[src/design/ustc_pkg.sv]
package ustc_pkg;

    // Register stages from the input register through the result register
    localparam int STAGES = 8;

    typedef logic [STAGES:1] t_stage_en;

    // Seconds to days: x / 86400 == (x >> 7) / 675
    localparam logic [9:0]  DAY_HI      = 10'd675;
    localparam logic [25:0] RECIP_675   = 26'd50903317;   // ceil(2^35 / 675)

    // Julian day number plus the 32044 shift, relative to the epoch day
    localparam logic [21:0] JDN_BIAS    = 22'd2472632;
    localparam logic [15:0] WDAY_BIAS   = 16'd3;          // 1970-01-01 was a Thursday
    localparam logic [15:0] WEEK_DAYS   = 16'd7;
    localparam logic [16:0] RECIP_7     = 17'd74899;      // ceil(2^19 / 7)

    // Time of day: x / 3600 == (x >> 4) / 225, x / 60 == (x >> 2) / 15
    localparam logic [13:0] RECIP_225   = 14'd9321;       // ceil(2^21 / 225)
    localparam logic [16:0] HOUR_SEC    = 17'd3600;
    localparam logic [10:0] RECIP_15    = 11'd1093;       // ceil(2^14 / 15)
    localparam logic [11:0] MIN_SEC     = 12'd60;

    // Century selection on 4a+3 against multiples of 146097
    localparam logic [23:0] CENT68_LIM  = 24'd9934596;
    localparam logic [23:0] CENT69_LIM  = 24'd10080693;
    localparam logic [1:0]  CENT_19     = 2'd0;
    localparam logic [1:0]  CENT_20     = 2'd1;
    localparam logic [1:0]  CENT_21     = 2'd2;

    localparam logic [18:0] RECIP_1461  = 19'd367469;     // ceil(2^29 / 1461)
    localparam logic [17:0] QUAD_DAYS   = 18'd1461;
    localparam logic [11:0] RECIP_153   = 12'd3427;       // ceil(2^19 / 153)
    localparam logic [3:0]  MON5_JAN    = 4'd10;

    // floor(146097 * century / 4)
    function automatic logic [21:0] f_cent_days(input logic [1:0] idx);
        logic [21:0] days;
        unique case (idx)
            CENT_19: days = 22'd2447124;
            CENT_20: days = 22'd2483649;
            CENT_21: days = 22'd2520173;
            default: days = 22'd0;
        endcase
        return days;
    endfunction

    // 100 * century - 4800
    function automatic logic [11:0] f_year_base(input logic [1:0] idx);
        logic [11:0] year;
        unique case (idx)
            CENT_19: year = 12'd1900;
            CENT_20: year = 12'd2000;
            CENT_21: year = 12'd2100;
            default: year = 12'd0;
        endcase
        return year;
    endfunction

    // (153 * m + 2) / 5, months counted from March
    function automatic logic [8:0] f_month_start(input logic [3:0] mon5);
        logic [8:0] start;
        unique case (mon5)
            4'd0:    start = 9'd0;
            4'd1:    start = 9'd31;
            4'd2:    start = 9'd61;
            4'd3:    start = 9'd92;
            4'd4:    start = 9'd122;
            4'd5:    start = 9'd153;
            4'd6:    start = 9'd184;
            4'd7:    start = 9'd214;
            4'd8:    start = 9'd245;
            4'd9:    start = 9'd275;
            4'd10:   start = 9'd306;
            4'd11:   start = 9'd337;
            default: start = 9'd0;
        endcase
        return start;
    endfunction

endpackage

[src/design/ustc_day_split.sv]
module ustc_day_split (
    input  logic                 i_clk,
    input  ustc_pkg::t_stage_en  i_en,
    input  logic [31:0]          i_seconds,
    output logic [15:0]          o_days,
    output logic [16:0]          o_tod
);

    logic [50:0] r_prod;
    logic [50:0] n_prod;
    logic [24:0] r_hi;
    logic [6:0]  r_lo;

    logic [15:0] n_days;
    logic [25:0] n_day_sec;
    logic [24:0] n_rem;
    logic [16:0] n_tod;

    assign n_prod = 51'(i_seconds[31:7]) * 51'(ustc_pkg::RECIP_675);

    always_ff @(posedge i_clk) begin
        if (i_en[2]) begin
            r_prod <= n_prod;
            r_hi   <= i_seconds[31:7];
            r_lo   <= i_seconds[6:0];
        end
    end

    always_comb begin
        n_days    = r_prod[50:35];
        n_day_sec = 26'(n_days) * 26'(ustc_pkg::DAY_HI);
        n_rem     = r_hi - n_day_sec[24:0];
        n_tod     = {n_rem[9:0], r_lo};
    end

    always_ff @(posedge i_clk) begin
        if (i_en[3]) begin
            o_days <= n_days;
            o_tod  <= n_tod;
        end
    end

endmodule

[src/design/ustc_clock.sv]
module ustc_clock (
    input  logic                 i_clk,
    input  ustc_pkg::t_stage_en  i_en,
    input  logic [15:0]          i_days,
    input  logic [16:0]          i_tod,
    output logic [2:0]           o_weekday,
    output logic [4:0]           o_hour,
    output logic [5:0]           o_minute,
    output logic [5:0]           o_second
);

    // stage 4
    logic [26:0] r_hp;
    logic [26:0] n_hp;
    logic [16:0] r_tod4;
    logic [15:0] r_wx;
    logic [15:0] n_wx;
    logic [32:0] r_wp;
    logic [32:0] n_wp;

    // stage 5
    logic [4:0]  n_hour;
    logic [16:0] n_hsec;
    logic [16:0] n_r1w;
    logic [13:0] n_wq;
    logic [15:0] n_wmul;
    logic [15:0] n_wdw;
    logic [11:0] r_r1;
    logic [4:0]  r_hour5;
    logic [2:0]  r_wd5;

    // stage 6
    logic [20:0] r_mp;
    logic [20:0] n_mp;
    logic [11:0] r_r16;
    logic [4:0]  r_hour6;
    logic [2:0]  r_wd6;

    // stage 7
    logic [5:0]  n_min;
    logic [11:0] n_msec;
    logic [11:0] n_secw;
    logic [5:0]  r_min7;
    logic [5:0]  r_sec7;
    logic [4:0]  r_hour7;
    logic [2:0]  r_wd7;

    always_comb begin
        n_hp = 27'(i_tod[16:4]) * 27'(ustc_pkg::RECIP_225);
        n_wx = i_days + ustc_pkg::WDAY_BIAS;
        n_wp = 33'(n_wx) * 33'(ustc_pkg::RECIP_7);
    end

    always_ff @(posedge i_clk) begin
        if (i_en[4]) begin
            r_hp   <= n_hp;
            r_tod4 <= i_tod;
            r_wx   <= n_wx;
            r_wp   <= n_wp;
        end
    end

    always_comb begin
        n_hour = r_hp[25:21];
        n_hsec = 17'(n_hour) * ustc_pkg::HOUR_SEC;
        n_r1w  = r_tod4 - n_hsec;
        n_wq   = r_wp[32:19];
        n_wmul = 16'(n_wq) * ustc_pkg::WEEK_DAYS;
        n_wdw  = r_wx - n_wmul;
    end

    always_ff @(posedge i_clk) begin
        if (i_en[5]) begin
            r_r1    <= n_r1w[11:0];
            r_hour5 <= n_hour;
            r_wd5   <= n_wdw[2:0];
        end
    end

    assign n_mp = 21'(r_r1[11:2]) * 21'(ustc_pkg::RECIP_15);

    always_ff @(posedge i_clk) begin
        if (i_en[6]) begin
            r_mp    <= n_mp;
            r_r16   <= r_r1;
            r_hour6 <= r_hour5;
            r_wd6   <= r_wd5;
        end
    end

    always_comb begin
        n_min  = r_mp[19:14];
        n_msec = 12'(n_min) * ustc_pkg::MIN_SEC;
        n_secw = r_r16 - n_msec;
    end

    always_ff @(posedge i_clk) begin
        if (i_en[7]) begin
            r_min7  <= n_min;
            r_sec7  <= n_secw[5:0];
            r_hour7 <= r_hour6;
            r_wd7   <= r_wd6;
        end
    end

    always_ff @(posedge i_clk) begin
        if (i_en[8]) begin
            o_weekday <= r_wd7;
            o_hour    <= r_hour7;
            o_minute  <= r_min7;
            o_second  <= r_sec7;
        end
    end

endmodule

[src/design/ustc_date.sv]
module ustc_date (
    input  logic                 i_clk,
    input  ustc_pkg::t_stage_en  i_en,
    input  logic [15:0]          i_days,
    output logic [11:0]          o_year,
    output logic [3:0]           o_month,
    output logic [4:0]           o_day_of_month
);

    // stage 4
    logic [21:0] n_a;
    logic [23:0] n_a4;
    logic [1:0]  n_cidx;
    logic [21:0] n_a1w;
    logic [15:0] r_a1;
    logic [1:0]  r_cidx4;

    // stage 5
    logic [36:0] r_qp;
    logic [36:0] n_qp;
    logic [15:0] r_a15;
    logic [1:0]  r_cidx5;

    // stage 6
    logic [6:0]  n_quad;
    logic [17:0] n_qd;
    logic [15:0] n_a2w;
    logic [8:0]  r_a2;
    logic [6:0]  r_quad6;
    logic [1:0]  r_cidx6;

    // stage 7
    logic [10:0] n_m5x;
    logic [22:0] r_mp;
    logic [22:0] n_mp;
    logic [8:0]  r_a27;
    logic [6:0]  r_quad7;
    logic [1:0]  r_cidx7;

    // stage 8
    logic [3:0]  n_mon5;
    logic        n_late;
    logic [8:0]  n_mday;
    logic [3:0]  n_month;
    logic [11:0] n_year;

    always_comb begin
        n_a  = 22'(i_days) + ustc_pkg::JDN_BIAS;
        n_a4 = {n_a, 2'b11};
        if (n_a4 >= ustc_pkg::CENT69_LIM) begin
            n_cidx = ustc_pkg::CENT_21;
        end else if (n_a4 >= ustc_pkg::CENT68_LIM) begin
            n_cidx = ustc_pkg::CENT_20;
        end else begin
            n_cidx = ustc_pkg::CENT_19;
        end
        n_a1w = n_a - ustc_pkg::f_cent_days(n_cidx);
    end

    always_ff @(posedge i_clk) begin
        if (i_en[4]) begin
            r_a1    <= n_a1w[15:0];
            r_cidx4 <= n_cidx;
        end
    end

    assign n_qp = 37'({r_a1, 2'b11}) * 37'(ustc_pkg::RECIP_1461);

    always_ff @(posedge i_clk) begin
        if (i_en[5]) begin
            r_qp    <= n_qp;
            r_a15   <= r_a1;
            r_cidx5 <= r_cidx4;
        end
    end

    always_comb begin
        n_quad = r_qp[35:29];
        n_qd   = 18'(n_quad) * ustc_pkg::QUAD_DAYS;
        n_a2w  = r_a15 - n_qd[17:2];
    end

    always_ff @(posedge i_clk) begin
        if (i_en[6]) begin
            r_a2    <= n_a2w[8:0];
            r_quad6 <= n_quad;
            r_cidx6 <= r_cidx5;
        end
    end

    always_comb begin
        n_m5x = 11'(r_a2) * 11'd5 + 11'd2;
        n_mp  = 23'(n_m5x) * 23'(ustc_pkg::RECIP_153);
    end

    always_ff @(posedge i_clk) begin
        if (i_en[7]) begin
            r_mp    <= n_mp;
            r_a27   <= r_a2;
            r_quad7 <= r_quad6;
            r_cidx7 <= r_cidx6;
        end
    end

    // months counted from March; January and February belong to the next year
    always_comb begin
        n_mon5 = r_mp[22:19];
        n_late = (n_mon5 >= ustc_pkg::MON5_JAN);
        n_mday = r_a27 - ustc_pkg::f_month_start(n_mon5) + 9'd1;
        if (n_late) begin
            n_month = n_mon5 - 4'd9;
        end else begin
            n_month = n_mon5 + 4'd3;
        end
        n_year = ustc_pkg::f_year_base(r_cidx7) + 12'(r_quad7) + 12'(n_late);
    end

    always_ff @(posedge i_clk) begin
        if (i_en[8]) begin
            o_year         <= n_year;
            o_month        <= n_month;
            o_day_of_month <= n_mday[4:0];
        end
    end

endmodule

[src/design/unix_seconds_to_calendar.sv]
// Converts a 32-bit count of seconds since 1970-01-01 00:00:00 into the
// Gregorian date, weekday (0 Monday .. 6 Sunday) and time of day.
//
// Input channel: i_valid / o_stall with i_seconds_since_epoch. A transfer
// happens on a rising edge with i_valid high and o_stall low.
// Output channel: o_valid / i_stall with the seven result fields, one
// result per input, in order.
//
// Eight register stages, input register to result register. One item
// per cycle is taken while the outputs are consumed; the depth is set by
// the constant-reciprocal multiplies.
//
// When i_stall holds a result, stages behind it keep moving until they run
// into occupied stages; o_stall rises only once every stage holds an item.
// Reset (synchronous, active low) empties the pipeline; no item is lost or
// duplicated across a stall.
module unix_seconds_to_calendar (
    input  logic        i_clk,
    input  logic        i_rst_n,
    input  logic        i_valid,
    output logic        o_stall,
    input  logic [31:0] i_seconds_since_epoch,
    output logic        o_valid,
    input  logic        i_stall,
    output logic [11:0] o_year,
    output logic [3:0]  o_month,
    output logic [4:0]  o_day_of_month,
    output logic [2:0]  o_weekday,
    output logic [4:0]  o_hour,
    output logic [5:0]  o_minute,
    output logic [5:0]  o_second
);

    ustc_pkg::t_stage_en r_valid;
    ustc_pkg::t_stage_en stage_en;

    logic [31:0] r_seconds;
    logic [15:0] days;
    logic [16:0] tod;

    // a stage moves when empty or when the one after it moves
    always_comb begin
        stage_en[ustc_pkg::STAGES] = !r_valid[ustc_pkg::STAGES] || !i_stall;
        for (int k = ustc_pkg::STAGES - 1; k >= 1; k--) begin
            stage_en[k] = !r_valid[k] || stage_en[k + 1];
        end
    end

    always_ff @(posedge i_clk) begin
        if (!i_rst_n) begin
            r_valid <= '0;
        end else begin
            if (stage_en[1]) begin
                r_valid[1] <= i_valid;
            end
            for (int k = 2; k <= ustc_pkg::STAGES; k++) begin
                if (stage_en[k]) begin
                    r_valid[k] <= r_valid[k - 1];
                end
            end
        end
    end

    always_ff @(posedge i_clk) begin
        if (stage_en[1]) begin
            r_seconds <= i_seconds_since_epoch;
        end
    end

    ustc_day_split u_day_split (
        .i_clk     (i_clk),
        .i_en      (stage_en),
        .i_seconds (r_seconds),
        .o_days    (days),
        .o_tod     (tod)
    );

    ustc_date u_date (
        .i_clk          (i_clk),
        .i_en           (stage_en),
        .i_days         (days),
        .o_year         (o_year),
        .o_month        (o_month),
        .o_day_of_month (o_day_of_month)
    );

    ustc_clock u_clock (
        .i_clk     (i_clk),
        .i_en      (stage_en),
        .i_days    (days),
        .i_tod     (tod),
        .o_weekday (o_weekday),
        .o_hour    (o_hour),
        .o_minute  (o_minute),
        .o_second  (o_second)
    );

    assign o_valid = r_valid[ustc_pkg::STAGES];
    assign o_stall = !stage_en[1];

endmodule

[config.mk]
export PLATFORM = sky130hd
export DESIGN_NAME = unix_seconds_to_calendar
export DESIGN_NICKNAME = d
export VERILOG_FILES = /design/src/design/ustc_pkg.sv /design/src/design/ustc_day_split.sv /design/src/design/ustc_clock.sv /design/src/design/ustc_date.sv /design/src/design/unix_seconds_to_calendar.sv
export SDC_FILE = /design/constraint.sdc
export NUM_CORES = 2
export LEC_CHECK = 0
export BUFFER_PORTS_ARGS = -buffer_cell sky130_fd_sc_hd__buf_2
export CORE_MARGIN = 5
export CORE_UTILIZATION = 28
export DETAILED_ROUTE_END_ITERATION = 8
export PLACE_DENSITY = 0.42
export SKIP_LAST_GASP = 1
export SLEW_MARGIN = 20
export SYNTH_ARGS = -nofsm -noshare
export SYNTH_HDL_FRONTEND = slang
export SYNTH_SLANG_ARGS = --single-unit
[constraint.sdc]
create_clock -name i_clk -period 6.4 [get_ports i_clk]
set_input_delay 0.32 -clock i_clk [delete_from_list [all_inputs] [get_ports i_clk]]
set_output_delay 0.32 -clock i_clk [all_outputs]
set_load 0.02 [all_outputs]
==> run_results.csv <==
group,metric,value,unit
logic_synthesis,syn_area_per_cell,11.6,um^2
sta,rsz0062_at_grt,"yes",
outcome,failed_checks,"negative setup slack",
floorplan,rows,131,
sta,fin_crit_sh,101,%
sta,worst_pin_slew,1.03,ns
global_route,grt_pass1_vias,23800,
critical_path,end_kind,"register",
logic_synthesis,synth_edf_count,294,
clock_tree,path_clk_slew,0.06,ns
global_route,antenna_found_initial,3,
logic_synthesis,ys_seq_elements,307,
critical_path,critPathKind,"reg2reg",
logic_synthesis,synth_cells,3119,
layout,drive_gt1_share,14.4,%
layout,multi_input_area,0.0247,mm^2
logic_synthesis,syn_area,0.0361,mm^2
logic_synthesis,synthSimpleGateAreaFrac,3.49,%
global_route,grt_start_max_net_pins,42,
layout,syn_to_final_growth,17.7,%
floorplan,start_util,28.2,%
floorplan,fp.dieW,369,um
sta,setup-violations-final,4,
critical_path,cp.required,6.88,ns
logic_synthesis,synth_mux_area_share,0.201,%
sta,fmax,155,MHz
sta,fin_ws,-0.0444,ns
detailed_routing,drt_iter0_drc,657,
logic_synthesis,synth_xor_area_share,4.39,%
layout,layout.cells.non_filler,5162,
logic_synthesis,synth_ff_type,"edfxtp_1",
sta,relSlewSlack,31.4,%
floorplan,core_area,0.128,mm^2
detailed_routing,ant_nets,0,
floorplan,die_area,0.136,mm^2
logic_synthesis,yosysUniqueCellTypes,78,
placement,gp_congestion,0.826,
layout,fillCellCount,13000,
global_route,top_usage_layer,"met2",
flow_run,max-cap-violations,0,
clock_tree,htreeDepth,2,
critical_path,cp.arrival,6.92,ns
min_path,holdCritPathClass,"in2reg",
detailed_routing,wl,80.8,mm
placement,place_hpwl,69.1,mm
clock_tree,clock_tree.buffer_depth,3,
global_route,use_met3,1.29,%
sta,report.final.slew_viol_count,0,
clock_tree,cts-root-buf,"clkbuf_16",
sta,finalHoldViolations,0,
placement,portBuffers,78,
global_route,use_met1,16.5,%
detailed_routing,drt_first_pass_iters,4,
detailed_routing,drt-wirelength-per-cell,15.6,um
logic_synthesis,synth_top_family_by_area,"adder cells",
sta,fin_worst_skew,0.0246,ns
placement,preCtsSetupSlack,-0.449,ns
clock_tree,numCtsBuffers,39,
layout,ff_latch_area,0.00909,mm^2
floorplan,die_height,369,um
global_route,track_usage,12.1,%
logic_synthesis,synth-async-reset-ratio,0,%
sta,post-route-min-period,6.44,ns
clock_tree,cts_sinks,307,
critical_path,path_max_fanout,3,
floorplan,pin_count,79,
global_route,gr-total-overflow,0,
logic_synthesis,synthAdderAreaFrac,52.3,%
placement,dp.cells,5022,
logic_synthesis,synth_compound_area_share,5.96,%
clock_tree,cts_tree,"done",
global_route,grt_pass1_wl,130,mm
critical_path,startpoint_type,"register",
global_route,use_met2,21.1,%
clock_tree,insertion_delay,0.57,ns
outcome,status,"finished, violations left",
layout,finalNetCount,4759,
logic_synthesis,yosysWarnings,0,
logic_synthesis,seq_area_frac_synth,25.2,%
detailed_routing,drc_errors,0,
detailed_routing,viasPerCell,4.18,
layout,antennaDiodeCount,0,
logic_synthesis,synth_fp_nets,4406,
detailed_routing,via_count,21600,
-- registers in the layout (all words and copies together), names as in the netlist, 7 cells and up, named ones only --
register / flops
r_seconds: 32
u_day_split.o_tod: 17
u_date.r_a1: 16
u_day_split.o_days: 16
u_day_split.r_prod: 16
u_clock.r_r1: 12
u_clock.r_tod4: 12
u_date.o_year: 12
u_day_split.r_hi: 10
u_date.r_a15: 9
u_date.r_a2: 9
r_valid: 8
u_date.r_qp: 7
u_date.r_quad6: 7
u_date.r_quad7: 7
u_day_split.r_lo: 7
-- metal layers --
metal	part of all wire [%]	up-vias
met1	48	10400
met5	0	-
met3	2.0	64
met2	49	151
met4	1.5	0
li1	-	10900
-- synth_stat cells (3+ instances only) --
library cell | number | area [um^2]
inv_1 | 803 | 3010
xnor2_1 | 127 | 1110
o221ai_1 | 3 | 26.3
and2_1 | 6 | 37.5
o21bai_1 | 18 | 135
a21oi_1 | 82 | 410
nand2b_1 | 14 | 87.6
o31a_1 | 5 | 43.8
a211oi_1 | 12 | 90.1
o21ai_2 | 5 | 43.8
nor2b_1 | 23 | 144
nand2_1 | 51 | 191
nor2_1 | 67 | 251
ha_1 | 820 | 10300
a31o_2 | 8 | 70.1
and3_1 | 11 | 68.8
o21a_1 | 20 | 150
or2_2 | 10 | 62.6
a31oi_1 | 11 | 68.8
nand4_1 | 11 | 68.8
o2111ai_1 | 4 | 35.0
edfxtp_1 | 294 | 8830
o31ai_1 | 4 | 30.0
a21o_1 | 56 | 420
dfxtp_1 | 13 | 260
clkbuf_1 | 5 | 18.8
nand3b_1 | 3 | 22.5
xor2_1 | 52 | 455
nand3_1 | 18 | 90.1
o211ai_1 | 8 | 60.1
nor4_1 | 3 | 18.8
nor3_1 | 18 | 90.1
or4_1 | 3 | 22.5
fa_1 | 431 | 8630
o21ai_0 | 42 | 210
a211o_1 | 4 | 35.0
mux2i_1 | 5 | 50.1
-- final timing paths --
| path | start | endpoint | slack, ns | cells past startpoint |
|---|---|---|---|---|
| max reg2reg | u_date.r_a2[3] | register | -0.04 | 26 |
| max | u_date.r_a2[3] | register | -0.04 | 26 |
| min | i_seconds_since_epoch[1] | r_seconds[1] | 0.06 | 1 |
| min reg2reg | u_clock.r_tod4[1] | u_clock.r_r1[1] | 0.40 | 0 |
-- critical path, stage by stage (launching register included) --
cell	delay (ns)
edfxtp_1	0.45
ha_4	0.27
ha_4	0.26
o211ai_1	0.11
a211o_1	0.38
a31oi_4	0.27
a21oi_2	0.11
xnor2_2	0.17
buf_4	0.16
ha_4	0.27
inv_2	0.04
fa_1	0.54
inv_2	0.04
fa_1	0.45
fa_1	0.55
ha_4	0.22
ha_4	0.26
nand4_1	0.11
a211oi_2	0.19
nand2_1	0.13
o21ai_4	0.20
nor2_2	0.07
xnor2_2	0.15
mux2i_2	0.21
ha_2	0.24
or3b_4	0.37
a22oi_2	0.12
-- what timing repair did --
action,4_1_cts,5_1_grt
buffers inserted,22,24
pin swaps,45,58
endpoints found under the setup margin,12,23
resized for setup,40,96
hold buffers,31,0
hold endpoints to repair,31,0
-- cell families (layout without fill, tap and decap cells) --
kind of cell / after synthesis / count (layout)
flops: 307 / 307
mux: 7 / 7
simple gates: 251 / 251
fa+ha+maj: 1251 / 1251
buf+inv: 811 / 1192
compound gates: 312 / 312
xor+xnor: 180 / 180
-- cells in the final DEF, fill, tap and decap left out, types with 7 or more instances in the layout --
| cell | synthesis | routed |
|---|---|---|
| inv_1 | 803 | 792 |
| nor2_2 | 1 | 7 |
| o21ai_0 | 42 | 34 |
| nand4_1 | 11 | 11 |
| a21oi_2 | 1 | 13 |
| a211oi_1 | 12 | 7 |
| ha_4 | 0 | 24 |
| ha_2 | 0 | 10 |
| o21bai_1 | 18 | 18 |
| inv_2 | 0 | 9 |
| or2_2 | 10 | 10 |
| a21oi_1 | 82 | 69 |
| and3_1 | 11 | 11 |
| nor2_1 | 67 | 60 |
| clkbuf_16 | 0 | 39 |
| dfxtp_1 | 13 | 13 |
| nor3_1 | 18 | 17 |
| xnor2_1 | 127 | 122 |
| o21ai_2 | 5 | 7 |
| nand3_1 | 18 | 13 |
| dlygate4sd3_1 | 0 | 31 |
| nand2_1 | 51 | 45 |
| ha_1 | 820 | 786 |
| a21o_1 | 56 | 56 |
| o211ai_1 | 8 | 8 |
| buf_4 | 0 | 201 |
| clkbuf_1 | 5 | 7 |
| a31oi_1 | 11 | 10 |
| fa_2 | 0 | 7 |
| o21a_1 | 20 | 20 |
| edfxtp_1 | 294 | 294 |
| buf_6 | 1 | 7 |
| nor2b_1 | 23 | 21 |
| nand2b_1 | 14 | 14 |
| buf_2 | 1 | 78 |
| fa_1 | 431 | 424 |
| xor2_1 | 52 | 48 |
-- layout make-up --
cell class / count / share of cell area (%)
multi-input cells: 2001 / 58.1
flip-flops and latches: 307 / 21.4
inverters: 803 / 7.11
repair buffers: 320 / 5.53
well taps: 1662 / 4.90
clock buffers: 48 / 2.42
clock inverters: 21 / 0.557
-- stage by stage --
stage	setup TNS (ns)	hold WS [ns]	cell area, um^2	utilization, %
finish	-0.139	0.0627	42500	33.2
global route	-1.58	0.0249	42500	33.2
CTS	-0.752	0.00979	41800	32.7
detailed placement	-2.32	0.405	39900	31.2
global placement	-1.41	0.400	39900	31.2
floorplan	0	0.400	36100	-
Power is not shown: default switching activity piles up to over one toggle a cycle in this logic, so the estimate is an artifact.
